===== src/rtl/core/assert_macros.svh =====
// ----------------------------------------------------------------------------
// Assertion macros
// Shared concurrent assertion forms used by the grid menu debouncer.
// ----------------------------------------------------------------------------
`ifndef ASSERT_MACROS_SVH
`define ASSERT_MACROS_SVH

// Property checked at every rising edge, switched off while reset is applied.
`define ASSERT_CLK(label, clk, rst_n, prop, msg) \
    label: assert property (@(posedge clk) disable iff (!rst_n) prop) else $error(msg);

// Condition that must never hold outside reset.
`define ASSERT_NEVER(label, clk, rst_n, cond, msg) \
    `ASSERT_CLK(label, clk, rst_n, !(cond), msg)

`endif


===== src/rtl/core/gmsd_pkg.sv =====
// ----------------------------------------------------------------------------
// gmsd_pkg
// Types and constants shared by the grid menu selection debouncer.
// ----------------------------------------------------------------------------
package gmsd_pkg;

    localparam int CFG_IDX_W = 3;
    localparam int CFG_DATA_W = 64;

    typedef enum logic [CFG_IDX_W-1:0] {
        CFG_STABLE_CYCLES  = 3'd0,
        CFG_OPTION_COUNT   = 3'd1,
        CFG_FLIP_ROWS      = 3'd2,
        CFG_OPTION_SQUARES = 3'd3,
        CFG_OPTION_IDS     = 3'd4
    } cfg_reg_t;

    typedef struct packed {
        logic        req_type;
        logic [63:0] occupancy;
    } gmsd_in_t;

    typedef struct packed {
        logic       selected;
        logic [2:0] option_index;
        logic [7:0] option_id;
        logic [2:0] square_row;
        logic [2:0] square_col;
    } gmsd_out_t;

    // Commands from the controller to the datapath.
    typedef struct packed {
        logic start_scan;
        logic clear_all;
        logic step;
        logic emit;
    } gmsd_cmd_t;

    // Status from the datapath to the controller.
    typedef struct packed {
        logic done;
        logic fire;
    } gmsd_status_t;

endpackage


===== src/rtl/core/gmsd_ctrl.sv =====
// ----------------------------------------------------------------------------
// gmsd_ctrl
// Controller: accepts a beat, walks the options one per cycle for a scan, hands
// over the result to the output register.
// ----------------------------------------------------------------------------
module gmsd_ctrl
    import gmsd_pkg::*;
(
    input  logic         clk,
    input  logic         rst_n,
    input  logic         in_valid,
    input  logic         in_req_type,
    output logic         in_stall,
    output logic         out_valid,
    input  logic         out_stall,
    output gmsd_cmd_t    cmd,
    input  gmsd_status_t status
);

    typedef enum logic [2:0] {
        ST_IDLE = 3'b001,
        ST_SCAN = 3'b010,
        ST_EMIT = 3'b100
    } state_t;

    state_t state_reg;
    state_t state_next;
    logic   out_valid_reg;
    logic   out_valid_next;

    assign in_stall  = (state_reg != ST_IDLE);
    assign out_valid = out_valid_reg;

    always_comb
    begin
        state_next     = state_reg;
        cmd            = '0;
        out_valid_next = out_valid_reg && out_stall;
        case (state_reg)
            ST_IDLE:
            begin
                if (in_valid)
                begin
                    if (in_req_type)
                    begin
                        cmd.clear_all = 1'b1;
                        state_next    = ST_EMIT;
                    end
                    else
                    begin
                        cmd.start_scan = 1'b1;
                        state_next     = ST_SCAN;
                    end
                end
            end
            ST_SCAN:
            begin
                if (status.done)
                begin
                    state_next = ST_EMIT;
                end
                else
                begin
                    cmd.step = 1'b1;
                    if (status.fire)
                    begin
                        state_next = ST_EMIT;
                    end
                end
            end
            ST_EMIT:
            begin
                // The output register is free once its beat has been taken.
                if (!out_valid_reg || !out_stall)
                begin
                    cmd.emit       = 1'b1;
                    out_valid_next = 1'b1;
                    state_next     = ST_IDLE;
                end
            end
            default:
            begin
                state_next = ST_IDLE;
            end
        endcase
    end

    always_ff @(posedge clk or negedge rst_n)
    begin
        if (!rst_n)
        begin
            state_reg     <= ST_IDLE;
            out_valid_reg <= 1'b0;
        end
        else
        begin
            state_reg     <= state_next;
            out_valid_reg <= out_valid_next;
        end
    end

endmodule


===== src/rtl/core/gmsd_datapath.sv =====
// ----------------------------------------------------------------------------
// gmsd_datapath
// Configuration registers, per-option debouncer state, the shared debouncer
// step and the result and output registers.
// ----------------------------------------------------------------------------
module gmsd_datapath
    import gmsd_pkg::*;
#(
    parameter int MAX_OPTIONS = 8,
    parameter int GRID_ROWS   = 8,
    parameter int GRID_COLS   = 8
)
(
    input  logic                  clk,
    input  logic                  rst_n,
    input  logic                  cfg_we,
    input  logic [CFG_IDX_W-1:0]  cfg_index,
    input  logic [CFG_DATA_W-1:0] cfg_wdata,
    input  gmsd_in_t              in_data,
    input  gmsd_cmd_t             cmd,
    output gmsd_status_t          status,
    output gmsd_out_t             out_data
);

    localparam int CNT_W = $clog2(MAX_OPTIONS + 1);
    localparam int IDX_W = (MAX_OPTIONS > 1) ? $clog2(MAX_OPTIONS) : 1;
    localparam logic [3:0] MAX_OPT_4 = 4'(MAX_OPTIONS);
    localparam logic signed [4:0] TOP_ROW = 5'(GRID_ROWS - 1);
    localparam logic signed [4:0] ROWS_S = 5'(GRID_ROWS);
    localparam logic [3:0] COLS_4 = 4'(GRID_COLS);

    // Configuration
    logic [7:0]  stable_cycles_reg;
    logic [3:0]  option_count_reg;
    logic        flip_rows_reg;
    logic [47:0] option_squares_reg;
    logic [63:0] option_ids_reg;

    // Debouncer state, one entry per option
    logic [7:0] empty_count_reg [MAX_OPTIONS];
    logic [7:0] present_count_reg [MAX_OPTIONS];
    logic       armed_reg [MAX_OPTIONS];
    logic       latched_reg [MAX_OPTIONS];

    logic [63:0]      occupancy_reg;
    logic [CNT_W-1:0] k_reg;
    gmsd_out_t        res_reg;
    gmsd_out_t        out_data_reg;

    logic [7:0]        need;
    logic [CNT_W-1:0]  count_lim;
    logic [IDX_W-1:0]  idx;
    logic [5:0]        sq;
    logic [2:0]        col;
    logic signed [4:0] row_s;
    logic              on_grid;
    logic              occ;
    logic [7:0]        e_cur;
    logic [7:0]        p_cur;
    logic              a_cur;
    logic              l_cur;
    logic [7:0]        e_next;
    logic [7:0]        p_next;
    logic              a_next;
    logic              l_next;
    logic              fire;

    assign need      = (stable_cycles_reg == 8'd0) ? 8'd1 : stable_cycles_reg;
    assign count_lim = (option_count_reg > MAX_OPT_4) ? CNT_W'(MAX_OPTIONS)
                                                      : CNT_W'(option_count_reg);
    assign idx       = k_reg[IDX_W-1:0];

    assign sq    = option_squares_reg[6*idx +: 6];
    assign col   = sq[2:0];
    assign row_s = flip_rows_reg ? (TOP_ROW - $signed({2'b00, sq[5:3]}))
                                 : $signed({2'b00, sq[5:3]});

    // A mirrored row may fall below zero; such a square reads as empty.
    assign on_grid = (row_s >= 5'sd0) && (row_s < ROWS_S) && ({1'b0, col} < COLS_4);
    assign occ     = on_grid && occupancy_reg[{row_s[2:0], col}];

    assign e_cur = empty_count_reg[idx];
    assign p_cur = present_count_reg[idx];
    assign a_cur = armed_reg[idx];
    assign l_cur = latched_reg[idx];

    always_comb
    begin
        e_next = e_cur;
        p_next = p_cur;
        a_next = a_cur;
        l_next = l_cur;
        fire   = 1'b0;
        if (!occ)
        begin
            if (e_cur < need)
            begin
                e_next = e_cur + 8'd1;
            end
            p_next = 8'd0;
            l_next = 1'b0;
            if (e_next >= need)
            begin
                a_next = 1'b1;
            end
        end
        else
        begin
            e_next = 8'd0;
            if (!a_cur || l_cur)
            begin
                p_next = 8'd0;
            end
            else
            begin
                if (p_cur < need)
                begin
                    p_next = p_cur + 8'd1;
                end
                if (p_next >= need)
                begin
                    a_next = 1'b0;
                    l_next = 1'b1;
                    fire   = 1'b1;
                end
            end
        end
    end

    assign status.done = (k_reg >= count_lim);
    assign status.fire = fire;
    assign out_data    = out_data_reg;

    always_ff @(posedge clk or negedge rst_n)
    begin
        if (!rst_n)
        begin
            stable_cycles_reg  <= 8'd1;
            option_count_reg   <= 4'd0;
            flip_rows_reg      <= 1'b0;
            option_squares_reg <= 48'd0;
            option_ids_reg     <= 64'd0;
        end
        else if (cfg_we)
        begin
            case (cfg_index)
                CFG_STABLE_CYCLES:  stable_cycles_reg  <= cfg_wdata[7:0];
                CFG_OPTION_COUNT:   option_count_reg   <= cfg_wdata[3:0];
                CFG_FLIP_ROWS:      flip_rows_reg      <= cfg_wdata[0];
                CFG_OPTION_SQUARES: option_squares_reg <= cfg_wdata[47:0];
                CFG_OPTION_IDS:     option_ids_reg     <= cfg_wdata;
                default:            ;
            endcase
        end
    end

    always_ff @(posedge clk or negedge rst_n)
    begin
        if (!rst_n)
        begin
            for (int i = 0; i < MAX_OPTIONS; i++)
            begin
                empty_count_reg[i]   <= 8'd0;
                present_count_reg[i] <= 8'd0;
                armed_reg[i]         <= 1'b0;
                latched_reg[i]       <= 1'b0;
            end
            k_reg <= '0;
        end
        else if (cmd.clear_all)
        begin
            for (int i = 0; i < MAX_OPTIONS; i++)
            begin
                empty_count_reg[i]   <= 8'd0;
                present_count_reg[i] <= 8'd0;
                armed_reg[i]         <= 1'b0;
                latched_reg[i]       <= 1'b0;
            end
        end
        else if (cmd.start_scan)
        begin
            k_reg <= '0;
        end
        else if (cmd.step)
        begin
            empty_count_reg[idx]   <= e_next;
            present_count_reg[idx] <= p_next;
            armed_reg[idx]         <= a_next;
            latched_reg[idx]       <= l_next;
            k_reg                  <= k_reg + CNT_W'(1);
        end
    end

    // Payload registers
    always_ff @(posedge clk)
    begin
        if (cmd.start_scan)
        begin
            occupancy_reg <= in_data.occupancy;
        end
        if (cmd.start_scan || cmd.clear_all)
        begin
            res_reg <= '0;
        end
        else if (cmd.step && fire)
        begin
            res_reg.selected     <= 1'b1;
            res_reg.option_index <= 3'(idx);
            res_reg.option_id    <= option_ids_reg[8*idx +: 8];
            res_reg.square_row   <= row_s[2:0];
            res_reg.square_col   <= col;
        end
        if (cmd.emit)
        begin
            out_data_reg <= res_reg;
        end
    end

endmodule


===== src/rtl/core/grid_menu_selection_debouncer.sv =====
// ----------------------------------------------------------------------------
// grid_menu_selection_debouncer
// Debounced selection of menu squares on an occupancy grid.
// ----------------------------------------------------------------------------
// Usage: each input beat is a scan (occupancy bitmap) or a clear command, and
// each produces exactly one output beat. Both channels use valid and stall.
// Registers must be written through cfg_we/cfg_index/cfg_wdata only while the
// block is idle; the block itself does not enforce this. A scan walks the
// active options one per cycle through a single shared debouncer unit,
// stopping at the first option that fires, or gives a beat with no selection
// when none fires; a clear resets the debouncer state and gives a beat with no
// selection. The next input beat can be taken in the cycle after the result
// moves into the output register, so the block takes no new item before the
// last one's result is there. While the receiver stalls, the output beat
// holds; a finished result waits in the datapath and in_stall stays high until
// the output register frees. Reset clears all debouncer state, sets
// stable_cycles to 1 and the other configuration registers to 0, and leaves
// the output channel empty.
// ----------------------------------------------------------------------------
`include "assert_macros.svh"

module grid_menu_selection_debouncer
    import gmsd_pkg::*;
#(
    parameter int MAX_OPTIONS = 8,
    parameter int GRID_ROWS   = 8,
    parameter int GRID_COLS   = 8
)
(
    input  logic                  clk,
    input  logic                  rst_n,
    input  logic                  cfg_we,
    input  logic [CFG_IDX_W-1:0]  cfg_index,
    input  logic [CFG_DATA_W-1:0] cfg_wdata,
    input  logic                  in_valid,
    output logic                  in_stall,
    input  gmsd_in_t              in_data,
    output logic                  out_valid,
    input  logic                  out_stall,
    output gmsd_out_t             out_data
);

    gmsd_cmd_t    cmd;
    gmsd_status_t status;

    gmsd_ctrl u_ctrl (
        .clk         (clk),
        .rst_n       (rst_n),
        .in_valid    (in_valid),
        .in_req_type (in_data.req_type),
        .in_stall    (in_stall),
        .out_valid   (out_valid),
        .out_stall   (out_stall),
        .cmd         (cmd),
        .status      (status)
    );

    gmsd_datapath #(
        .MAX_OPTIONS (MAX_OPTIONS),
        .GRID_ROWS   (GRID_ROWS),
        .GRID_COLS   (GRID_COLS)
    ) u_datapath (
        .clk       (clk),
        .rst_n     (rst_n),
        .cfg_we    (cfg_we),
        .cfg_index (cfg_index),
        .cfg_wdata (cfg_wdata),
        .in_data   (in_data),
        .cmd       (cmd),
        .status    (status),
        .out_data  (out_data)
    );

    `ASSERT_CLK(a_busy_after_accept, clk, rst_n, (in_valid && !in_stall) |=> in_stall,
                "input taken while an item is in progress")
    `ASSERT_CLK(a_emit_sets_valid, clk, rst_n, cmd.emit |=> out_valid,
                "emitted result not presented")
    `ASSERT_NEVER(a_step_past_end, clk, rst_n, cmd.step && status.done,
                  "debouncer stepped beyond the active options")

endmodule


===== config.mk =====
export PLATFORM = sky130hd
export DESIGN_NAME = grid_menu_selection_debouncer
export DESIGN_NICKNAME = d
export VERILOG_FILES = /design/src/rtl/core/gmsd_pkg.sv /design/src/rtl/core/gmsd_ctrl.sv /design/src/rtl/core/gmsd_datapath.sv /design/src/rtl/core/grid_menu_selection_debouncer.sv
export VERILOG_INCLUDE_DIRS = /design/src /design/src/rtl/core
export SDC_FILE = /design/constraint.sdc
export NUM_CORES = 1
export LEC_CHECK = 0
export ABC_AREA = 1
export BUFFER_PORTS_ARGS = -buffer_cell sky130_fd_sc_hd__buf_4
export CORE_MARGIN = 5
export CORE_UTILIZATION = 50
export CTS_BUF_LIST = sky130_fd_sc_hd__clkbuf_4 sky130_fd_sc_hd__clkbuf_8 sky130_fd_sc_hd__clkbuf_16
export DETAILED_ROUTE_END_ITERATION = 7
export PLACE_DENSITY = 0.69
export SKIP_CTS_REPAIR_TIMING = 1
export SYNTH_ARGS = -nofsm -noshare
export SYNTH_HDL_FRONTEND = slang
export SYNTH_SLANG_ARGS = --single-unit

===== constraint.sdc =====
create_clock -name clk -period 6.7 [get_ports clk]
set_input_delay 1.005 -clock clk [delete_from_list [all_inputs] [get_ports clk]]
set_output_delay 1.005 -clock clk [all_outputs]
set_load 0.01 [all_outputs]

==> impl_metrics.yaml, run 1 <==
run_status:
  status: "complete, no violations"
clock_network:
  clock_latency_ns: 0.55
  cts_buffers: 40
  cts_tree: "yes"
  cts.sinks: 377
  clk_pin_slew_worst_paths_ns: 0.06
  ctsLongestPathBuffers: 3
  cts_root_buffer: "clkbuf_16"
  htreeDepth: 2
final_layout:
  finalNonFillerCells: 2436
  layout.nets: 2130
  final_util_pct: 59.23
  area_growth_pct: 17.14
  final_layout_size_suffix_gt1_share_pct: 15.39
  multi_input_area_mm2: 0.006070
  antennaDiodeCount: 0
  register_area_mm2: 0.009757
  nFillCells: 2896
setup_path:
  crit_family: "simple AND/OR/NAND/NOR gates"
  path_max_fanout: 20
  crit_path_max_incr_delay_ns: 0.71
  cpMostUsedCell: "nand2_1"
  cp.arrival_ns: 5.86
  critPathKind: "flop to flop"
  start_kind: "flop"
  cp-end-kind: "flop"
  critPathSlowestCell: "dfrtp_1"
  cp_num_buf_inv: 5
  crit_required_ns: 7.09
power_and_ir_drop:
  p_seq_share_pct: 35.5
  power.leakage_uw: 0.009286
  switching_share_pct: 39.35
  combPwrFrac_pct: 36.4
  clkPwrFrac_pct: 28.1
  internal_power_uw: 4823
  p_per_area_mw_per_mm2: 401.4
  peakVddDrop_mv: 0.2213
  switchingPower_uw: 3130
logic_synthesis:
  synth_nets: 1991
  synth_cell_types: 50
  synthCells: 1819
  synth-edff-count: 82
  synthFlopType: "dfrtp_1"
  netlist_area_mm2: 0.01691
  synth_top_area_cell: "dfrtp_1"
  synth-seq-area-share_pct: 57.69
  syn_avg_cell_area_um2: 9.298
  ys_warn_count: 0
  synth_area_leaders: "dfrtp_1 (41%), edfxtp_1 (15%), nand2_1 (11%)"
  synth_top_area_share_pct: 40.69
  ys_seq_elements: 377
  synthArstFlopShare_pct: 73.47
job:
  maxCapViolations: 0
global_routing:
  grt_pass1_wl_mm: 77.00
  antenna_found_initial: 0
  gr-usage-all-layers_pct: 25.71
  grt_pass1_vias: 13780
  grt_max_degree: 168
  grt_remaining_overflow: 0
floorplanning:
  coreArea_mm2: 0.03345
  start_util_pct: 50.57
  num_rows: 67
  die_h_um: 193.9
  die_area_mm2: 0.03761
  pin_count: 157
  chipWidth_um: 193.9
sta:
  setup_viol: 0
  fmax_ghz: 0.1830
  layout_setup_ws_ns: 1.234
  tns_ns: 0
  clock_skew_ns: 0.02640
  period_share_pct: 81.58
  fin_crit_ns: 5.466
  max_slew_margin_pct: 18.51
  tightest_slew_ns: 1.218
  hold_viol: 0
  rsz0062_at_grt: "no"
  finalMaxSlewViolations: 0
place:
  portBuffers: 156
  globalplace.congestion: 0.9029
  dp_slack_ns: 1.357
  hpwl_mm: 33.63
  place_inst: 2364
detailed_routing:
  route.detailed.drc: 0
  drt_iter0_drc: 1403
  drtAntennaViolNets: 0
  firstDrtPassIters: 5
  routed_via_density: 5.708
  totalWireLength_mm: 49.58
  wl_per_cell_um: 20.35
  vias: 13900
worst_hold_path:
  hp-class: "flop to flop"
## worst register-to-register path, stage by stage (launching register included)
cell and delay, ns:
dfrtp_1 0.71, inv_4 0.14, nand2_1 0.15, nor2_2 0.06, inv_1 0.47, o22ai_1 0.14
or4_1 0.49, inv_1 0.11, ha_1 0.25, nand2_1 0.09, nor2_1 0.05, a211oi_1 0.37
nand4_1 0.24, nor3b_2 0.25, nand3_1 0.12, xor2_1 0.18, inv_2 0.11, ha_1 0.32
nand2_1 0.09, nor2_1 0.05, a211oi_1 0.17, nand2_1 0.08, buf_4 0.22, nand2_1 0.14
nand2_1 0.08, nand2_2 0.13, o21ai_0 0.10
## logic make-up after synthesis
kind of cell	share of synthesized area (%)
compound gates	13.13
xor+xnor	0.6732
flops	57.69
simple gates	18.53
mux	0.7989
fa+ha+maj	2.589
buf+inv	6.591
## routing by layer
metal	global-route usage (%)	routed length, um	vias to the layer above
li1	-	-	6409
met1	34.71	20620	6747
met2	41.95	23350	639
met3	4.987	3818	109
met4	9.089	1798	0
met5	0	0	-
## cell usage after synthesis, types with 2 or more instances
master and instances:
mux2_2 12, nand2_2 11, a21oi_1 39, nor2_1 63, buf_1 4, o21ai_0 166
nand2_1 488, a221oi_1 29, xor2_1 11, inv_1 184, ha_1 35, a22oi_1 16
edfxtp_1 82, xnor2_1 2, inv_2 11, buf_2 14, o21ai_1 38, nor2_8 3
buf_4 10, nor2_2 2, a211oi_1 5, buf_6 3, nand2_4 4, nand4_1 30
dfxtp_1 18, nor3_1 5, nor4_1 2, o22ai_1 75, inv_4 2, dfrtp_1 275
dfstp_2 2, nand3_1 107, a22o_1 6, nor2_4 3, clkbuf_1 47
## placed cells by master (no fill, tap or decap), types with 3 or more instances in the layout
master     instances
nand2_1          488
dfrtp_1          275
inv_1            184
buf_4            173
o21ai_0          166
nand3_1          105
edfxtp_1          82
o22ai_1           75
nor2_1            61
clkbuf_16         42
a21oi_1           39
o21ai_1           38
ha_1              35
nand4_1           30
a221oi_1          29
dfxtp_1           18
a22oi_1           16
mux2_2            12
inv_2             11
xor2_1            11
nand2_2           11
clkbuf_4          11
clkbuf_8           9
a22o_1             6
a211oi_1           5
nor3_1             5
nand2_4            4
nor2_4             4
clkinv_2           4
nor2_8             3
nor2_2             3
## metrics by stage
| stage | hold WS [ns] | instance area, um2 | total power (uW) |
|---|---|---|---|
| floorplan | 0.4082 | 16910 | 4782 |
| global route | 0.4628 | 19810 | 8420 |
| global placement | 0.4312 | 18470 | 5659 |
| detailed placement | 0.4194 | 18470 | 5721 |
| finish | 0.4342 | 19810 | 7953 |
| CTS | 0.4346 | 19810 | 7959 |
## power groups by stage
stage	registers (uW)	clock network (uW)	logic, uW
3_5_place_dp	2860	0	2860
2_1_floorplan	2810	0	1970
5_1_grt	2850	2360	3210
3_3_place_gp	2850	0	2810
6_report	2820	2240	2890
4_1_cts	2820	2270	2870
## layout make-up
| cell class | count | share of cell area (%) |
|---|---|---|
| Tap cell | 448 | 2.829 |
| Timing Repair Buffer | 175 | 6.732 |
| Inverter | 197 | 3.757 |
| Clock buffer | 62 | 6.347 |
| Clock inverter | 10 | 0.4547 |
| Multi-Input combinational cell | 1167 | 30.63 |
| Sequential cell | 377 | 49.25 |
## final timing paths
check	to	cells after the start	from	slack (ns)
worst max-delay path	u_datapath.latched_reg[0]	26	u_datapath.k_reg[1]	1.23
worst min-delay path	u_datapath.out_data[6]	0	u_datapath.res_reg[6]	0.43
worst max register to register	u_datapath.latched_reg[0]	26	u_datapath.k_reg[1]	1.23
worst min register to register	u_datapath.out_data[6]	0	u_datapath.res_reg[6]	0.43
max in group asynchronous	u_datapath.option_ids_reg[54]	2	rst_n	4.73
min in group asynchronous	u_datapath.empty_count_reg[53]	1	rst_n	0.51
Power figures use the tool's default switching activity.
==> run 2, diff against run 1 <==
--- a/config.mk
+++ b/config.mk
@@ -12,7 +12,7 @@
 export CORE_UTILIZATION = 50
 export CTS_BUF_LIST = sky130_fd_sc_hd__clkbuf_4 sky130_fd_sc_hd__clkbuf_8 sky130_fd_sc_hd__clkbuf_16
 export DETAILED_ROUTE_END_ITERATION = 7
-export PLACE_DENSITY = 0.69
+export PLACE_DENSITY = 0.72
 export SKIP_CTS_REPAIR_TIMING = 1
 export SYNTH_ARGS = -nofsm -noshare
 export SYNTH_HDL_FRONTEND = slang
==> constraint.sdc (replaced) <==
create_clock -name clk -period 4.95 [get_ports clk]
set_input_delay 0.7425 -clock clk [delete_from_list [all_inputs] [get_ports clk]]
set_output_delay 0.7425 -clock clk [all_outputs]
set_load 0.01 [all_outputs]
==> impl_metrics.yaml, run 2 (synthesis results as in run 1) <==
sta:
  finalMaxSlewViolations: 0
  fin_crit_ns: 4.731
  setup_viol: 0
  max_slew_margin_pct: 34.45
  clock_skew_ns: 0.02584
  fmax_ghz: 0.2114
  period_share_pct: 95.58
  hold_viol: 0
  fin_hold_ws_ns: 0.1844
  tightest_slew_ns: 0.9758
global_routing:
  grt_pass1_wl_mm: 80.74
  grt_max_degree: 102
  antenna_found_initial: 0
  grt_pass1_vias: 14370
  gr-usage-all-layers_pct: 26.97
  grt_remaining_overflow: 0
setup_path:
  crit_required_ns: 5.34
  cp.arrival_ns: 5.12
  path_max_fanout: 9
  cp-end-kind: "flop"
  start_kind: "flop"
  critPathKind: "flop to flop"
detailed_routing:
  firstDrtPassIters: 6
  vias: 14290
  route.detailed.drc: 0
  drtAntennaViolNets: 0
  drt_iter0_drc: 1782
  routed_via_density: 5.800
  wl_per_cell_um: 21.12
  totalWireLength_mm: 52.01
clock_network:
  cts_tree: "yes"
  ctsLongestPathBuffers: 3
  cts.sinks: 377
  clock_latency_ns: 0.55
  clk_pin_slew_worst_paths_ns: 0.06
  cts_root_buffer: "clkbuf_16"
  htreeDepth: 2
  cts_buffers: 40
final_layout:
  final_util_pct: 60.03
  antennaDiodeCount: 0
  layout_common_cells: "nand2_1 (485), dfrtp_1 (275), buf_4 (198)"
  layout_commonest_cell: "nand2_1"
  area_growth_pct: 18.71
  layout.nets: 2157
  final_layout_size_suffix_gt1_share_pct: 16.92
  final_area_mm2: 0.02008
power_and_ir_drop:
  p_per_area_mw_per_mm2: 548.0
  peakVddDrop_mv: 0.4390
  power.leakage_uw: 0.009451
  power_uw: 11000
floorplanning:
  coreArea_mm2: 0.03345
  num_rows: 67
  start_util_pct: 50.57
  die_h_um: 193.9
  die_area_mm2: 0.03761
  pin_count: 157
  chipWidth_um: 193.9
worst_hold_path:
  hp-class: "primary input to asynchronous set/reset pin"
place:
  portBuffers: 156
  place_area_mm2: 0.01864
  hpwl_mm: 36.09
  globalplace.congestion: 0.9835
run_status:
  status: "complete, no violations"
job:
  maxCapViolations: 0
run 2: changes by cell type in the layout (fill, tap and decap cells not counted), sizes merged:
| cell | change |
|---|---|
| buf | +27 |
| bufinv | +1 |
| clkbuf | -1 |
| clkinvlp | -1 |
| inv | +1 |
run 2: final timing paths:
path                                       start                                to  slack (ns)  depth (start not counted)
hold reg to reg            u_datapath.res_reg[6]            u_datapath.out_data[6]        0.43                          0
hold / removal                             rst_n    u_datapath.empty_count_reg[45]        0.18                          1
setup reg to reg             u_datapath.k_reg[1]         u_datapath.latched_reg[2]        0.22                         25
setup / recovery             u_datapath.k_reg[1]         u_datapath.latched_reg[2]        0.22                         25
max in group asynchronous                  rst_n  u_datapath.present_count_reg[15]        3.59                          2
min in group clk                      in_data[2]       u_datapath.occupancy_reg[2]        0.37                          1
run 2: stage by stage:
stage                     setup TNS (ns)  setup WS [ns]  std cells
final                                  0         0.2188       2463
after global routing          -0.0001226     -0.0001226       2463
after CTS                              0         0.1696       2460
after detailed placement               0         0.1747       2388
after global placement                 0         0.2227       2388
after floorplan                        0         0.1678       1819
run 2: final cells by class:
cell class              instances  area [um2]
flip-flops and latches        377        9757
clock inverters                11       145.1
clock buffers                  61        1207
repair buffers                202        1544
fillers                      2785       13370
multi-input cells            1167        6117
inverters                     197       747.0
well taps                     448       560.5
run 2: power breakdown:
part | switching [uW] | internal (uW) | leakage (uW)
clock network | 1250 | 1800 | 0.000683
logic | 2910 | 1230 | 0.00420
registers | 213 | 3590 | 0.00457
run 2: worst max-delay path, stage by stage (launching register included):
cell and delay [ns]:
dfrtp_1 0.45, inv_4 0.11, nand2_1 0.15, nor2_2 0.05, inv_1 0.22, o22ai_1 0.11, or4_1 0.51, inv_1 0.13
ha_1 0.27, nand2_1 0.10, nor2_1 0.06, a211oi_2 0.26, nand4_1 0.20, nor3b_2 0.26, nand3_1 0.12, xor2_1 0.17
inv_2 0.10, ha_1 0.32, nand2_1 0.09, nor2_1 0.05, a211oi_1 0.21, nand2_2 0.17, nand2_1 0.10, nand2_1 0.13
nand2_4 0.14, o21ai_0 0.09
run 2: per-layer routing:
layer / track usage, % / vias to the layer above / part of all wire [%]
met3: 5.074 / 158 / 8.5
met5: 0 / - / 0
met4: 11.59 / 0 / 4.5
met1: 35.81 / 6867 / 39
met2: 43.79 / 808 / 48
li1: - / 6453 / -
